===== config.mk =====
export PLATFORM = sky130hd
export DESIGN_NAME = arp_cache_next_hop_resolver_core
export DESIGN_NICKNAME = d
export VERILOG_FILES = /design/src/hw/rtl/arpnh_pkg.sv /design/src/hw/rtl/arp_cache_next_hop_resolver_core.sv
export VERILOG_INCLUDE_DIRS = /design/src /design/src/hw/rtl
export SDC_FILE = /design/constraint.sdc
export NUM_CORES = 2
export LEC_CHECK = 0
export BUFFER_PORTS_ARGS = -buffer_cell sky130_fd_sc_hd__buf_2
export CORE_MARGIN = 3
export CORE_UTILIZATION = 25
export CTS_CLUSTER_DIAMETER = 80
export CTS_CLUSTER_SIZE = 20
export DETAILED_ROUTE_END_ITERATION = 6
export PLACE_DENSITY_LB_ADDON = 0.05
export SLEW_MARGIN = 0
export SYNTH_ARGS = -nofsm -noshare
export SYNTH_HDL_FRONTEND = slang
export SYNTH_SLANG_ARGS = --single-unit

===== constraint.sdc =====
create_clock -name clock -period 6.65 [get_ports clock]
set_input_delay 0.3325 -clock clock [delete_from_list [all_inputs] [get_ports clock]]
set_output_delay 0.3325 -clock clock [all_outputs]
set_load 0.02 [all_outputs]

===== src/hw/rtl/arp_cache_next_hop_resolver_core_macros.svh =====
// assertion helpers for the resolver core
`ifndef ARP_CACHE_NEXT_HOP_RESOLVER_CORE_MACROS_SVH
`define ARP_CACHE_NEXT_HOP_RESOLVER_CORE_MACROS_SVH

// same-cycle implication, silent while reset is high
`define ARPNH_ASSERT_IMP(label, clk, rst, ante, cons) \
   label: assert property (@(posedge clk) disable iff (rst) (ante) |-> (cons)) \
      else $error("arpnh assertion failed");

// next-cycle implication, silent while reset is high
`define ARPNH_ASSERT_NXT(label, clk, rst, ante, cons) \
   label: assert property (@(posedge clk) disable iff (rst) (ante) |=> (cons)) \
      else $error("arpnh assertion failed");

`endif


===== src/hw/rtl/arpnh_pkg.sv =====
package arpnh_pkg;

   localparam int unsigned IP_W     = 32;
   localparam int unsigned MAC_W    = 48;
   localparam int unsigned SLOT_W   = 4;
   localparam int unsigned CSR_IDX_W = 2;

   typedef logic [IP_W-1:0]      ip_type;
   typedef logic [MAC_W-1:0]     mac_type;
   typedef logic [SLOT_W-1:0]    slot_type;
   typedef logic [CSR_IDX_W-1:0] csr_idx_type;

   typedef enum logic [2:0] {
      ACT_UPDATED = 3'd0,
      ACT_FILLED  = 3'd1,
      ACT_EVICTED = 3'd2,
      ACT_HIT     = 3'd3,
      ACT_MISS    = 3'd4
   } action_type;

   typedef enum logic {
      CMD_ADD     = 1'b0,
      CMD_RESOLVE = 1'b1
   } cmd_type;

   localparam csr_idx_type CSR_OWN_IP      = 2'd0;
   localparam csr_idx_type CSR_SUBNET_MASK = 2'd1;
   localparam csr_idx_type CSR_GATEWAY_IP  = 2'd2;

   localparam ip_type OWN_IP_RST      = 32'h0A00_020F;
   localparam ip_type SUBNET_MASK_RST = 32'hFFFF_FF00;
   localparam ip_type GATEWAY_IP_RST  = 32'h0A00_0202;

endpackage


===== src/hw/rtl/arp_cache_next_hop_resolver_core.sv =====
// arp cache with subnet next-hop selection, one result item per input item
// an accepted item is answered when the scan stops at slot k: the read of slot k is
//   registered, then checked, and the result is registered with the strobe
// throughput: one item at a time, set by the single read port of the binding memory
//   scanned one entry a cycle; start is taken again in the cycle of the strobe
// reset clears the valid bits and loads the register defaults at once; the receiver never stalls
module arp_cache_next_hop_resolver_core #(
   parameter int unsigned ENTRIES = 16
) (
   input  logic                   clock,
   input  logic                   reset,
   // input item
   input  logic                   start,
   output logic                   busy,
   input  logic                   req_cmd,
   input  arpnh_pkg::ip_type      req_ip_addr,
   input  arpnh_pkg::mac_type     req_new_mac,
   // result item, one cycle wide
   output logic                   rsp_strobe,
   output logic [2:0]             rsp_action,
   output arpnh_pkg::slot_type    rsp_slot,
   output arpnh_pkg::ip_type      rsp_hop_ip,
   output arpnh_pkg::mac_type     rsp_found_mac,
   // register writes
   input  logic                   csr_we,
   input  arpnh_pkg::csr_idx_type csr_index,
   input  arpnh_pkg::ip_type      csr_wdata
);
   import arpnh_pkg::*;

`include "arp_cache_next_hop_resolver_core_macros.svh"

   localparam int unsigned IDX_W = (ENTRIES > 1) ? $clog2(ENTRIES) : 1;
   localparam int unsigned CNT_W = IDX_W + 1;
   localparam int unsigned ROW_W = IP_W + MAC_W;

   typedef logic [IDX_W-1:0] idx_type;
   typedef logic [CNT_W-1:0] cnt_type;

   localparam idx_type LAST_IDX    = IDX_W'(ENTRIES - 1);
   localparam cnt_type ENTRIES_CNT = CNT_W'(ENTRIES);

   typedef enum logic {
      ST_IDLE,
      ST_SCAN
   } state_type;

   // slot port carries the low four bits of the index
   function automatic slot_type idx_to_slot(input idx_type idx);
      logic [IDX_W+SLOT_W-1:0] wide;
      wide = {{SLOT_W{1'b0}}, idx};
      return wide[SLOT_W-1:0];
   endfunction

   // register file
   ip_type own_ip_ff, subnet_mask_ff, gateway_ip_ff;

   always_ff @(posedge clock) begin
      if (reset) begin
         own_ip_ff      <= OWN_IP_RST;
         subnet_mask_ff <= SUBNET_MASK_RST;
         gateway_ip_ff  <= GATEWAY_IP_RST;
      end else if (csr_we) begin
         unique case (csr_index)
            CSR_OWN_IP:      own_ip_ff      <= csr_wdata;
            CSR_SUBNET_MASK: subnet_mask_ff <= csr_wdata;
            CSR_GATEWAY_IP:  gateway_ip_ff  <= csr_wdata;
            default: ; // index beyond the list is dropped
         endcase
      end
   end

   // binding memory: {ip, mac} per entry, one write and one registered read port
   logic [ROW_W-1:0] bind_mem [ENTRIES];
   logic [ROW_W-1:0] rd_data_ff;
   logic             rd_en;
   idx_type          rd_addr;
   logic             wr_en;
   idx_type          wr_addr;
   logic [ROW_W-1:0] wr_data;

   always_ff @(posedge clock) begin
      if (wr_en) begin
         bind_mem[wr_addr] <= wr_data;
      end
      if (rd_en) begin
         rd_data_ff <= bind_mem[rd_addr];
      end
   end

   ip_type  rd_ip;
   mac_type rd_mac;
   assign rd_ip  = rd_data_ff[ROW_W-1:MAC_W];
   assign rd_mac = rd_data_ff[MAC_W-1:0];

   // control and payload registers
   state_type            state_ff, state_in;
   logic [ENTRIES-1:0]   valid_ff, valid_in;
   cnt_type              cnt_ff, cnt_in;       // next entry to read
   logic                 rd_pend_ff, rd_pend_in; // read data in flight
   idx_type              rd_idx_ff, rd_idx_in;
   logic                 free_ok_ff, free_ok_in; // a free slot seen so far
   idx_type              free_idx_ff, free_idx_in;
   logic                 cmd_ff, cmd_in;
   ip_type               hop_ff, hop_in;
   mac_type              mac_ff, mac_in;
   logic                 strobe_ff, strobe_in;
   logic [2:0]           action_ff, action_in;
   slot_type             slot_ff, slot_in;
   ip_type               out_hop_ff, out_hop_in;
   mac_type              out_mac_ff, out_mac_in;

   logic    accept;
   logic    local_net;
   logic    cur_valid;
   logic    match;
   logic    have_free;
   idx_type free_target;

   assign accept    = start && (state_ff == ST_IDLE);
   assign local_net = ((req_ip_addr & subnet_mask_ff) == (own_ip_ff & subnet_mask_ff));
   assign cur_valid = valid_ff[rd_idx_ff];
   assign match     = cur_valid && (rd_ip == hop_ff);
   // the entry just read may itself be the first free one
   assign have_free   = free_ok_ff || !cur_valid;
   assign free_target = free_ok_ff ? free_idx_ff : rd_idx_ff;

   always_comb begin
      state_in    = state_ff;
      valid_in    = valid_ff;
      cnt_in      = cnt_ff;
      rd_pend_in  = 1'b0;
      rd_idx_in   = rd_idx_ff;
      free_ok_in  = free_ok_ff;
      free_idx_in = free_idx_ff;
      cmd_in      = cmd_ff;
      hop_in      = hop_ff;
      mac_in      = mac_ff;
      strobe_in   = 1'b0;
      action_in   = action_ff;
      slot_in     = slot_ff;
      out_hop_in  = out_hop_ff;
      out_mac_in  = out_mac_ff;
      rd_en       = 1'b0;
      rd_addr     = cnt_ff[IDX_W-1:0];
      wr_en       = 1'b0;
      wr_addr     = rd_idx_ff;
      wr_data     = {hop_ff, mac_ff};

      unique case (state_ff)
         ST_IDLE: begin
            if (accept) begin
               cmd_in     = req_cmd;
               mac_in     = req_new_mac;
               // resolve picks the destination on the local subnet, else the gateway
               hop_in     = ((req_cmd == CMD_RESOLVE) && !local_net) ? gateway_ip_ff
                                                                     : req_ip_addr;
               cnt_in     = '0;
               free_ok_in = 1'b0;
               state_in   = ST_SCAN;
            end
         end
         ST_SCAN: begin
            // issue one read a cycle until every entry has been requested or the scan ends
            if (cnt_ff < ENTRIES_CNT) begin
               rd_en      = 1'b1;
               rd_pend_in = 1'b1;
               rd_idx_in  = cnt_ff[IDX_W-1:0];
               cnt_in     = cnt_ff + 1'b1;
            end
            if (rd_pend_ff) begin
               if (!cur_valid && !free_ok_ff) begin
                  free_ok_in  = 1'b1;
                  free_idx_in = rd_idx_ff;
               end
               if (match) begin
                  // lowest matching entry ends the scan
                  state_in   = ST_IDLE;
                  strobe_in  = 1'b1;
                  slot_in    = idx_to_slot(rd_idx_ff);
                  out_hop_in = hop_ff;
                  if (cmd_ff == CMD_ADD) begin
                     wr_en      = 1'b1;
                     action_in  = ACT_UPDATED;
                     out_mac_in = '0;
                  end else begin
                     action_in  = ACT_HIT;
                     out_mac_in = rd_mac;
                  end
               end else if (rd_idx_ff == LAST_IDX) begin
                  state_in   = ST_IDLE;
                  strobe_in  = 1'b1;
                  out_hop_in = hop_ff;
                  out_mac_in = '0;
                  if (cmd_ff == CMD_ADD) begin
                     // fill the first free slot, or evict slot zero when full
                     wr_en    = 1'b1;
                     wr_addr  = have_free ? free_target : '0;
                     valid_in[wr_addr] = 1'b1;
                     action_in = have_free ? ACT_FILLED : ACT_EVICTED;
                     slot_in   = idx_to_slot(wr_addr);
                  end else begin
                     action_in = ACT_MISS;
                     slot_in   = '0;
                  end
               end
            end
         end
         default: state_in = ST_IDLE;
      endcase
   end

   always_ff @(posedge clock) begin
      if (reset) begin
         state_ff   <= ST_IDLE;
         valid_ff   <= '0;
         rd_pend_ff <= 1'b0;
         strobe_ff  <= 1'b0;
         cnt_ff     <= '0;
         free_ok_ff <= 1'b0;
      end else begin
         state_ff   <= state_in;
         valid_ff   <= valid_in;
         rd_pend_ff <= rd_pend_in;
         strobe_ff  <= strobe_in;
         cnt_ff     <= cnt_in;
         free_ok_ff <= free_ok_in;
      end
      rd_idx_ff   <= rd_idx_in;
      free_idx_ff <= free_idx_in;
      cmd_ff      <= cmd_in;
      hop_ff      <= hop_in;
      mac_ff      <= mac_in;
      action_ff   <= action_in;
      slot_ff     <= slot_in;
      out_hop_ff  <= out_hop_in;
      out_mac_ff  <= out_mac_in;
   end

   assign busy          = (state_ff != ST_IDLE);
   assign rsp_strobe    = strobe_ff;
   assign rsp_action    = action_ff;
   assign rsp_slot      = slot_ff;
   assign rsp_hop_ip    = out_hop_ff;
   assign rsp_found_mac = out_mac_ff;

   // checks
   `ARPNH_ASSERT_NXT(a_accept_busy, clock, reset, accept, busy)
   `ARPNH_ASSERT_NXT(a_strobe_single, clock, reset, strobe_ff, !strobe_ff)
   `ARPNH_ASSERT_IMP(a_miss_clean, clock, reset, strobe_ff && (action_ff == ACT_MISS),
      (slot_ff == '0) && (out_mac_ff == '0))
   `ARPNH_ASSERT_IMP(a_add_no_mac, clock, reset,
      strobe_ff && ((action_ff == ACT_UPDATED) || (action_ff == ACT_FILLED) ||
      (action_ff == ACT_EVICTED)), out_mac_ff == '0)
   `ARPNH_ASSERT_IMP(a_scan_bound, clock, reset, state_ff == ST_SCAN, cnt_ff <= ENTRIES_CNT)

endmodule


=== Word-level counts from Yosys, hierarchy flattened ===
Memory sizes are Yosys's and may differ from the RTL's. A register that Yosys moved wholly into a read port is not among the register bits.
Cells that the tools add are included.

* Register bits: 297
* RAM bits: 1280
* Input port bits: 119
* Output and inout bits: 89
* Memories kept: 1

{| class="wikitable"
|+ Memories
! name !! depth !! width !! rd ports !! clocked after Yosys merged registers in !! write ports !! line !! text
|-
| bind_mem || 16 || 80 || 1 || 1 || 1 || arp_cache_next_hop_resolver_core.sv:74 || <nowiki>logic [ROW_W-1:0] bind_mem [ENTRIES];</nowiki>
|}

* Add/sub/neg operators: 1
* Order comparisons: 4
* Equal/unequal tests: 9
* Multiplexer cells: 48
* Bitwise gates (word level): 7
* Reduce and logical (&&, ||, !) cells: 22

{| class="wikitable"
|+ Operator list
! operator !! count
|-
| 2-to-1 mux 48 bit || 3
|-
| 2-to-1 mux 32 bit || 3
|-
| bitwise AND 32 bit || 2
|-
| equality test 32 bit || 2
|-
| 2-to-1 mux 4 bit || 10
|-
| 2-to-1 mux 1 bit || 20
|-
| bitwise OR 16 bit || 1
|-
| AND reduction 2 bit || 6
|-
| < comparator 4 x 5 -> 1 bit, second input constant || 2
|-
| 2-to-1 mux 5 bit || 2
|-
| case mux 5 bit (2 select lines) || 1
|-
| 2-to-1 mux 3 bit || 3
|-
| AND reduction 3 bit || 3
|-
| != test 2 x 1 -> 1 bit, second input constant || 3
|-
| adder 5 x 1 -> 5 bit, second input constant || 1
|-
| logical AND 1 bit || 5
|-
| < comparator 5 bit, second input constant || 1
|-
| AND reduction 5 bit || 1
|-
| binary-select mux 1 bit (select 4 bit) || 1
|-
| demux 1 bit (select 4 bit) || 1
|-
| equality test 4 bit, second input constant || 1
|-
| >= comparator 4 x 1 -> 1 bit, second input constant || 1
|-
| 2-to-1 mux 2 bit || 2
|-
| NOT 1 bit || 4
|-
| other kinds (9) || 12
|}

=== Longest topological paths before layout ===
* Depth in word-level cells: 10
* Depth in mapped cells: 10
* Mapped depth without buffers: 7

=== Worst setup path after synthesis ===
OpenSTA, ideal clock, no wires.

* Kind: register to register
* From: reg rd_idx_ff[0]
* To: mem bind_mem[3][0] in the netlist's numbering (enable)
* Arrival: 5.904 ns
* Required time: 6.122 ns
* Setup slack: 0.218 ns
* Stages on the path, launching flop included: 10
* Buffers on the path: 2
* Cell sequence: edfxtp_1 buf_6 mux2_2 mux4_2 o21bai_4 nor3_2 buf_6 o41ai_4 o2111a_1 nor2b_1

* Word-level cells in the longest chain between the ends: 10
* Elaborated cells on any way between the ends: 19

{| class="wikitable"
|+ RTL lines
! item !! line !! text
|-
| from (decl) || arp_cache_next_hop_resolver_core.sv:101 || <nowiki>idx_type rd_idx_ff, rd_idx_in;</nowiki>
|-
| from (signal assigned) || arp_cache_next_hop_resolver_core.sv:229 || <nowiki>rd_idx_ff <= rd_idx_in;</nowiki>
|-
| binary-select mux 1 bit (select 4 bit) || arp_cache_next_hop_resolver_core.sv:122 || <nowiki>assign cur_valid = valid_ff[rd_idx_ff];</nowiki>
|-
| 2-to-1 mux 1 bit (implied by the code) || arp_cache_next_hop_resolver_core.sv:122 ||
|-
| logical NOT 1 bit || arp_cache_next_hop_resolver_core.sv:125 || <nowiki>assign have_free = free_ok_ff || !cur_valid;</nowiki>
|-
| logical OR 1 bit || arp_cache_next_hop_resolver_core.sv:125 ||
|-
| 2-to-1 mux 4 bit || arp_cache_next_hop_resolver_core.sv:198 || <nowiki>wr_addr = have_free ? free_target : '0;</nowiki>
|-
| 2-to-1 mux 4 bit || arp_cache_next_hop_resolver_core.sv:195 || <nowiki>if (cmd_ff == CMD_ADD) begin</nowiki>
|-
| 2-to-1 mux 4 bit || arp_cache_next_hop_resolver_core.sv:190 || <nowiki>end else if (rd_idx_ff == LAST_IDX) begin</nowiki>
|-
| 2-to-1 mux 4 bit || arp_cache_next_hop_resolver_core.sv:176 || <nowiki>if (match) begin</nowiki>
|-
| 2-to-1 mux 4 bit || arp_cache_next_hop_resolver_core.sv:171 || <nowiki>if (rd_pend_ff) begin</nowiki>
|-
| 2-to-1 mux 4 bit || arp_cache_next_hop_resolver_core.sv:150 || <nowiki>unique case (state_ff)</nowiki>
|-
| to (decl) || arp_cache_next_hop_resolver_core.sv:74 ||
|}

Several ways; a longest one is shown, not always the timed one. The select of a mux whose other input is x is not followed.

=== Worst setup path after layout ===
* From: reg hop_ff[7]
* To: mem bind_mem[4][37] in the netlist's numbering (enable)

* Word-level cells in the longest chain between the ends: 7
* Elaborated cells on any way between the ends: 10

{| class="wikitable"
|+ RTL lines
! item !! line !! text
|-
| from (decl) || arp_cache_next_hop_resolver_core.sv:105 || <nowiki>ip_type hop_ff, hop_in;</nowiki>
|-
| from (signal assigned) || arp_cache_next_hop_resolver_core.sv:232 || <nowiki>hop_ff <= hop_in;</nowiki>
|-
| equality test 32 bit * || arp_cache_next_hop_resolver_core.sv:123 || <nowiki>assign match = cur_valid && (rd_ip == hop_ff);</nowiki>
|-
| logical AND 1 bit * || arp_cache_next_hop_resolver_core.sv:123 ||
|-
| 2-to-1 mux 1 bit || arp_cache_next_hop_resolver_core.sv:176 ||
|-
| 2-to-1 mux 1 bit || arp_cache_next_hop_resolver_core.sv:171 ||
|-
| 2-to-1 mux 1 bit || arp_cache_next_hop_resolver_core.sv:150 ||
|-
| 2-to-1 mux 1 bit || arp_cache_next_hop_resolver_core.sv:83 || <nowiki>if (wr_en) begin</nowiki>
|-
| 2-to-1 mux 1 bit (implied by the code) || arp_cache_next_hop_resolver_core.sv:84 || <nowiki>bind_mem[wr_addr] <= wr_data;</nowiki>
|}

Mark *: on every way between the ends. The rest lies on a longest branch, timed or not.

==> impl_metrics.yaml <==
status:
  status: "complete, no violations"
yosys:
  yosysUniqueCellTypes: 51
  yosys-top-cells-area: "edfxtp_1 (75%), mux4_2 (15%), dfxtp_1 (3.9%)"
  syn_inst: 2819
  syn_nets: 2939
  synthArstFlopShare: 0
  synth_top_cell_by_area: "edfxtp_1"
  netlist.area_leader.share: 0.747
  synth_enable_flop_cells: 1536
  synth.avg_cell_area_um2: 21.9
  synth_top_family_by_area: "multiplexers"
  ys.flop_type: "edfxtp_1"
  ys_warn_count: 0
  synth_area_um2: 61800
  synth_fa_ha_area_frac: 0.000203
  synth_compound_area_frac: 0.0142
  synthMuxAreaShare: 0.154
  synth_seq_cells: 1657
  synth-simple-area-share: 0.0273
  yosys.area_share.xor_xnor: 0.00907
  ys_seq_area_frac: 0.786
critical_path:
  start_kind: "register"
  crit_type: "register to register"
  crit_top_cell: "buf_4"
  max_stage_delay_ns: 0.90
  critPathMaxFanout: 32
  cp-end-kind: "register"
  cp_cell_sequence: "xor2_1, nor4_1, nand4_1, nor3_4, buf_4, o41a_1, o2111ai_1, nor2_4, buf_4"
  arrival_ns: 5.64
  r2r_slack_ns: 1.44
  cp_data_required_time_ns: 7.08
  worst_path_max_delay_cell: "nor2_4"
placement:
  dp_cells: 6160
  port_buffers: 207
  place.gp.congestion: 0.740
  dpl.hpwl_um: 103000
cts:
  clkSinkCount: 1657
  cts_tree: "done"
  insertion_delay_ns: 0.78
  htree_levels: 3
  cts_buffer_depth: 3
  numCtsBuffers: 120
  clk_pin_slew_ns: 0.08
  cts_root_buf: "clkbuf_16"
  postCtsSetupRepairBufs: 0
drt:
  remaining_drc_errors: 0
  ant_nets: 0
  vias: 29200
  drtIter0Drc: 2276
  routed_wl_um: 180000
  post_drt_via_cell_ratio: 4.50
  detail_route.first_pass.iterations: 5
  wl_per_cell_um: 27.8
grt:
  grt_pass1_vias: 31400
  track_usage: 0.142
  grt_first_pass_wirelength_um: 253000
  grt_antenna_before_repair: 14
  overflow: 0
  grt_max_degree: 133
floorplanning:
  num_rows: 181
  die-area_um2: 253000
  dieHeight_um: 503
  dieWidth_um: 503
  coreArea_um2: 245000
  io_pins: 208
  initial_core_util: 0.253
sta:
  max_freq_mhz: 192
  fin_crit_ns: 5.21
  worst_pin_slew_ns: 1.30
  slew_violations: 0
  tns_ns: 0
  fin_skew_ns: 0.0441
  grt_setup_unrepaired: "false"
  fin_crit_sh: 0.783
  slew_headroom: 0.134
  setup_viol: 0
  hold_viol_final: 0
  fin_worst_hold_slack_ns: 0.0415
hold_path:
  hold_path.class: "input port to register"
layout:
  final_cell_mix: "edfxtp_1 (1,536), mux4_2 (402), buf_2 (207)"
  multi_input_area_um2: 12800
  drive_gt1_frac: 0.291
  nFillCells: 23800
  area_delta_synth_final_pct: 17.2
  finalNetCount: 3302
  final_common_cell: "edfxtp_1"
  layout.cells.non_filler: 6484
  seqCellArea_um2: 48600
flow_run:
  cap_violations: 0
power:
  sequentialPowerShare: 0.573
  ir_drop_uv: 210
  leakage_nw: 22.2
  p_sw_frac: 0.225
  powerDensity_nw_per_um2: 281
  p_comb_frac: 0.039
  clockPowerShare: 0.389
  p_switching_mw: 4.56
  p_int_mw: 15.8
  total_power_mw: 20.3
-- sequential cells by signal (all words and copies together) (netlist names), 16 cells and up --
| register | flops |
|---|---|
| rsp_hop_ip | 32 |
| rsp_found_mac | 48 |
| hop_ff | 32 |
| bind_mem | 1280 |
| own_ip_ff | 32 |
| rd_data_ff | 80 |
| mac_ff | 48 |
| gateway_ip_ff | 32 |
| valid_ff | 16 |
| subnet_mask_ff | 32 |
-- synthesized netlist by cell type, types with 32 or more instances --
master,number
mux2_2,36
nor2_1,32
and3_1,49
buf_1,32
nand3_1,39
clkbuf_1,109
a21oi_1,70
dfxtp_1,121
nand2_1,206
mux4_2,402
xor2_1,64
edfxtp_1,1536
-- path summary, 6_finish.rpt --
path,to,start,cells past startpoint
min reg2reg,gateway_ip_ff[12],gateway_ip_ff[12],2
max reg2reg,bind_mem[4][37],hop_ff[7],9
max,bind_mem[4][37],hop_ff[7],9
min,hop_ff[27],req_ip_addr[27],2
-- repair_timing --
item / 4_1_cts / 5_1_grt
hold endpoints to repair: 167 / 0
resized for setup: 0 / 0
endpoints found under the setup margin: 0 / 0
hold buffers: 102 / 0
-- routing by layer --
| metal | vias to the layer above | wire length (µm) | global-route usage |
|---|---|---|---|
| li1 | 12300 | - | - |
| met1 | 16100 | 82000 | 0.195 |
| met2 | 579 | 87400 | 0.235 |
| met3 | 192 | 6540 | 0.0199 |
| met4 | 0 | 4510 | 0.0402 |
| met5 | - | 0 | 0 |
-- layout make-up --
cell class / count / area share
diodes: 4 / 0.000138
repair buffers: 385 / 0.0397
clock inverters: 92 / 0.0145
flip-flops and latches: 1657 / 0.671
inverters: 10 / 0.000587
multi-input cells: 1008 / 0.176
clock buffers: 126 / 0.0427
well taps: 3202 / 0.0553
-- power groups by stage --
| stage | clock, mW | sequential (mW) | combinational, mW |
|---|---|---|---|
| floorplan | 0 | 11.8 | 0.471 |
| global placement | 0 | 11.9 | 0.767 |
| detailed placement | 0 | 11.9 | 0.768 |
| CTS | 8.26 | 11.6 | 0.823 |
| global route | 8.64 | 11.7 | 0.857 |
| finish | 7.89 | 11.6 | 0.788 |
-- cells by family after synthesis --
| group | after synthesis |
|---|---|
| flip-flops | 1657 |
| multiplexers | 440 |
| AND/OR/NAND/NOR | 370 |
| buffers and inverters | 154 |
| AO/OA/AOI/OAI | 133 |
| XOR/XNOR | 64 |
| adder cells (fa/ha/maj) | 1 |
-- per-stage QoR --
step | utilization | setup slack [ns] | area [µm²]
global placement | 0.275 | 1.18 | 67200
floorplan | - | 0.218 | 61800
global route | 0.296 | 0.985 | 72400
finish | 0.296 | 1.44 | 72400
CTS | 0.296 | 1.15 | 72400
detailed placement | 0.275 | 1.22 | 67200
-- critical path, delay by kind of cell (launching register included) --
family                    cells  cell delay, ns
DFF                           1            0.65
and+or+nand+nor               4            2.39
AOI/OAI and AO/OA             2            0.70
xor gates and xnor gates      1            0.26
buffers and inverters         2            0.83
No activity file was read; power rests on OpenSTA's default activity.
